## config.mk

```make
export PLATFORM = sky130hd
export DESIGN_NAME = dsp_relax
export DESIGN_NICKNAME = d
export VERILOG_FILES = /design/src/hdl/dsp_relax.sv
export SDC_FILE = /design/constraint.sdc
export NUM_CORES = 1
export LEC_CHECK = 0
export BUFFER_PORTS_ARGS = -buffer_cell sky130_fd_sc_hd__buf_2
export CAP_MARGIN = 25
export CELL_PAD_IN_SITES_DETAIL_PLACEMENT = 1
export CELL_PAD_IN_SITES_GLOBAL_PLACEMENT = 1
export CORE_MARGIN = 2
export CORE_UTILIZATION = 30
export DETAILED_ROUTE_END_ITERATION = 6
export MAX_ROUTING_LAYER = met4
export PLACE_DENSITY_LB_ADDON = 0.3
export SLEW_MARGIN = 10
export SYNTH_ARGS = -nofsm -noshare
export SYNTH_HDL_FRONTEND = slang
export SYNTH_SLANG_ARGS = --single-unit
```

## constraint.sdc

```tcl
create_clock -name vclk -period 7.3
set_input_delay 1.825 -clock vclk [all_inputs]
set_output_delay 1.825 -clock vclk [all_outputs]
set_load 0.05 [all_outputs]
```

## src/hdl/dsp_relax.sv

```systemverilog
// edge relaxation: saturating distance plus weight, compared to the stored distance
module dsp_relax #(
    parameter int WB = 16,
    parameter int DB = 32
) (
    input  logic [DB-1:0] base,
    input  logic [WB-1:0] weight,
    input  logic [DB-1:0] cur,
    output logic          upd,
    output logic [DB-1:0] sum
);

    localparam int SW = ((DB > WB) ? DB : WB) + 1;
    localparam logic [SW-1:0] INF_W = SW'({DB{1'b1}});

    logic [SW-1:0] sum_full;
    logic          sat;

    assign sum_full = SW'(base) + SW'(weight);
    assign sat      = (sum_full >= INF_W);
    // saturate one below unreachable so the result stays finite
    assign sum      = sat ? {{(DB-1){1'b1}}, 1'b0} : sum_full[DB-1:0];
    assign upd      = (weight != '0) && (sum < cur);

endmodule

```

==> flow_results.org <==
** Layout
- For this run, the post-layout net count is ~700.
- The library cells used most frequently in the layout, excluding fill and tap cells, are sky130_fd_sc_hd__buf_2 (108), sky130_fd_sc_hd__buf_4 (102), sky130_fd_sc_hd__inv_1 (37).
- Once layout is done, the placed cells without fillers occupy around 4400 um^2.
- Relative area change from synthesis to final layout :: 83.9%
- Non-filler cells, final :: 671
- Area of the multi-input gates :: 2700 um^2
- Total inserted antenna cells :: 0
- After layout, the clock buffer instance count stands at 0.
- Registers take 0 um^2.
- Fraction of final layout cells with drive strength greater than 1 :: between 50% and 60%
- Most frequent standard cell in the layout excluding fill and tap cells :: sky130_fd_sc_hd__buf_2
- Fill cell total of the finished layout :: roughly 990
- The final layout contains a sequential cell count of 0.

** Setup path
- The critical path in this run is classified as primary input to primary output.
- STA classifies the critical path startpoint as a primary input.
- Crit end category :: primary output
- Critical path data arrival time :: between 5 and 6 ns
- Maximum fanout along the worst path :: 3
- At the worst endpoint, the required time is between 5 and 6 ns.

** Synth
- By area, the combinational part of the netlist is dominated by simple AND/OR/NAND/NOR gates.
- The netlist uses 50 different library cells.
- Share of synthesized area spent on multiplexers :: less than 1%
- XOR/XNOR Fraction of Synth Area :: around 8.0%
- The synthesized netlist devotes a little over a quarter of its cell area to compound gates.
- The Yosys step of the flow raised 0 warnings.
- A synthesized cell averages approximately 6.7 um^2.
- Post-synthesis simple-gate area fraction :: between 30% and 40%
- After synthesis, flip-flops and latches occupy 0% of the total area.
- After synthesis the cells add up to about 2400 um^2.
- Number of nets in the synthesized netlist :: between 400 and 500
- The synthesized netlist devotes ~25% of its cell area to adder and majority cells.
- In the synthesized netlist, the number of instances is approximately 360.

** Floorplan
- Starting density of the core :: between 30 and 40%
- The die covers between 8000 and 9000 um^2.
- After floorplanning, the core was sized to cover between 7000 and 8000 um^2.
- The floorplan has 32 rows.
- The die is between 90 and 100 um tall.
- Number of primary I/O pins :: between 100 and 150
- The floorplan step set the die width to 93.6 um.

** Place
- IO buf count :: 113
- Routability cong. :: around 0.87
- Post-DP HPWL :: approximately 9.6 mm
- Placement-stage cell area :: roughly 4000 um^2
- Including well taps, the total number of placed cells is ~650.
- Before CTS, the worst setup slack after placement is -0.427 ns.

** Pwr
- For this design the static power due to leakage is between 2 and 2.5 nW.
- VDD IR-drop max :: approximately 0.040 mV
- Power per cell area :: ~110 nW/um^2

** Timing
- On the final layout, the worst hold slack is 4.10 ns.
- The final count of hold timing violations is 0.
- In this run the tightest slew margin relative to its limit is between 60% and 70%.
- Post-route worst setup slack :: -0.146 ns
- Static timing analysis puts the maximum clock frequency at approximately 130 MHz.
- For the finished layout, the period the worst path requires is around 7.4 ns.
- The worst path uses 102% of the clock period.
- Slew @ Worst Pin :: 0.565 ns
- The count of final max-slew check failures came to 0.
- Setup repair after global routing could not meet its margin everywhere.
- Setup Viol. Count Final :: 1

** Global routing
- For this run, global-route usage on met3 was measured as 2.10%.
- For this run, the total global-route usage over all layers was measured as between 20 and 30%.
- Via count of the first global-routing pass :: 3953
- The number of antenna violations at the first check in global routing is 0.
- Layer carrying the most global-route usage :: met2
- For met2 alone, demand over resource in global routing was a little under three fifths.
- Residual overflow from global routing :: 0
- Global routing consumed, on the met1 layer, 31.3% of the routing resources.
- Entering global routing, the biggest net connects 8 pins.
- Wire length of the first global-routing pass :: just under 20 mm

** Drt
- Final antenna-violating net count :: 0
- Dividing the detail-routed wire length by the instance count gives about 19 um.
- Pre-antenna DRT Iters :: 4
- In the routed design, unresolved DRC markers number 0.
- Post-Route WL :: about 13 mm
- Via count of the routed design :: approximately 3600
- After detailed routing, the number of vias per cell comes to 5.40.
- For this block, the initial DRC count from the detailed router was about 110.

** Job
- Number of max-cap violations :: 0

** Status
- Result of the run :: finished with violations
- The checks that failed: negative setup slack.

** Worst hold path
- Kind of path behind the tightest hold check :: primary input to primary output
logic make-up after synthesis:
| group | count (synthesis) |
|---|---|
| simple gates | 149 |
| compound gates | 90 |
| buf+inv | 50 |
| fa+ha+maj | 48 |
| xor+xnor | 22 |
| mux | 2 |
layer usage:
layer	share of wire, %	wire length, um
met1	39	5000
met2	53	6800
met3	4.4	556
met4	2.9	363
met5	0	0
where the power goes:
group / switching (mW) / leakage [nW] / internal, mW
logic: 0.284 / 2.25 / 0.192
clock network: 0 / 0 / 0
registers: 0 / 0 / 0
total: 0.284 / 2.25 / 0.192
what timing repair did:
item | 4_1_cts | 5_1_grt
pin swaps | 36 | 10
cloned | 1 | 0
gates resized for setup | 45 | 2
setup endpoints to repair | 1 | 1
buffers inserted | 14 | 3
hold buffers | 0 | 0
per-stage QoR:
| stage | TNS, ns | power, mW | utilization, % |
|---|---|---|---|
| after global placement | -0.348 | 0.411 | 51.0 |
| final | -0.146 | 0.476 | 57.0 |
| after detailed placement | -0.427 | 0.428 | 51.0 |
| after floorplan | -0.0892 | 0.270 | - |
| after CTS | 0 | 0.459 | 56.5 |
| after global routing | -0.327 | 0.509 | 57.0 |
area by class of cell:
cell class	instances	area share, %
inverters	39	3.47
multi-input cells	311	61.0
well taps	102	2.88
repair buffers	219	32.7
critical path, cell delays in order:
cell,delay (ns)
sky130_fd_sc_hd__buf_4,0.12
sky130_fd_sc_hd__ha_4,0.25
sky130_fd_sc_hd__a21o_1,0.13
sky130_fd_sc_hd__nand4_1,0.14
sky130_fd_sc_hd__buf_4,0.18
sky130_fd_sc_hd__a211o_1,0.33
sky130_fd_sc_hd__a311o_1,0.39
sky130_fd_sc_hd__buf_4,0.17
sky130_fd_sc_hd__a211oi_4,0.22
sky130_fd_sc_hd__xnor2_2,0.16
sky130_fd_sc_hd__nand2_2,0.11
sky130_fd_sc_hd__ha_4,0.28
sky130_fd_sc_hd__nand4_1,0.14
sky130_fd_sc_hd__nor3_2,0.24
sky130_fd_sc_hd__nand4_1,0.21
sky130_fd_sc_hd__buf_4,0.20
sky130_fd_sc_hd__nor4_2,0.14
sky130_fd_sc_hd__nand3b_1,0.19
sky130_fd_sc_hd__a31oi_4,0.04
sky130_fd_sc_hd__buf_6,0.16
synth_stat cells (all sizes together) (6+ instances only):
library cell	number	area, um^2
o21ai	14	70.1
and2	8	50.1
inv	39	146
a21o	19	150
nand3	10	50.1
nor4	9	56.3
nor3	10	50.1
xnor2	15	131
a21oi	23	115
nor2	18	67.6
buf	6	30.0
nand4	17	106
a211oi	7	57.6
nand2	46	173
ha	47	588
xor2	7	61.3
or2	9	56.3
path summary, 6_finish.rpt:
path / endpoint / cells after the start / startpoint
hold / removal: sum[30] / 3 / base[30]
setup / recovery: upd / 20 / base[1]
Note: power is estimated with default switching activity, not from simulation.
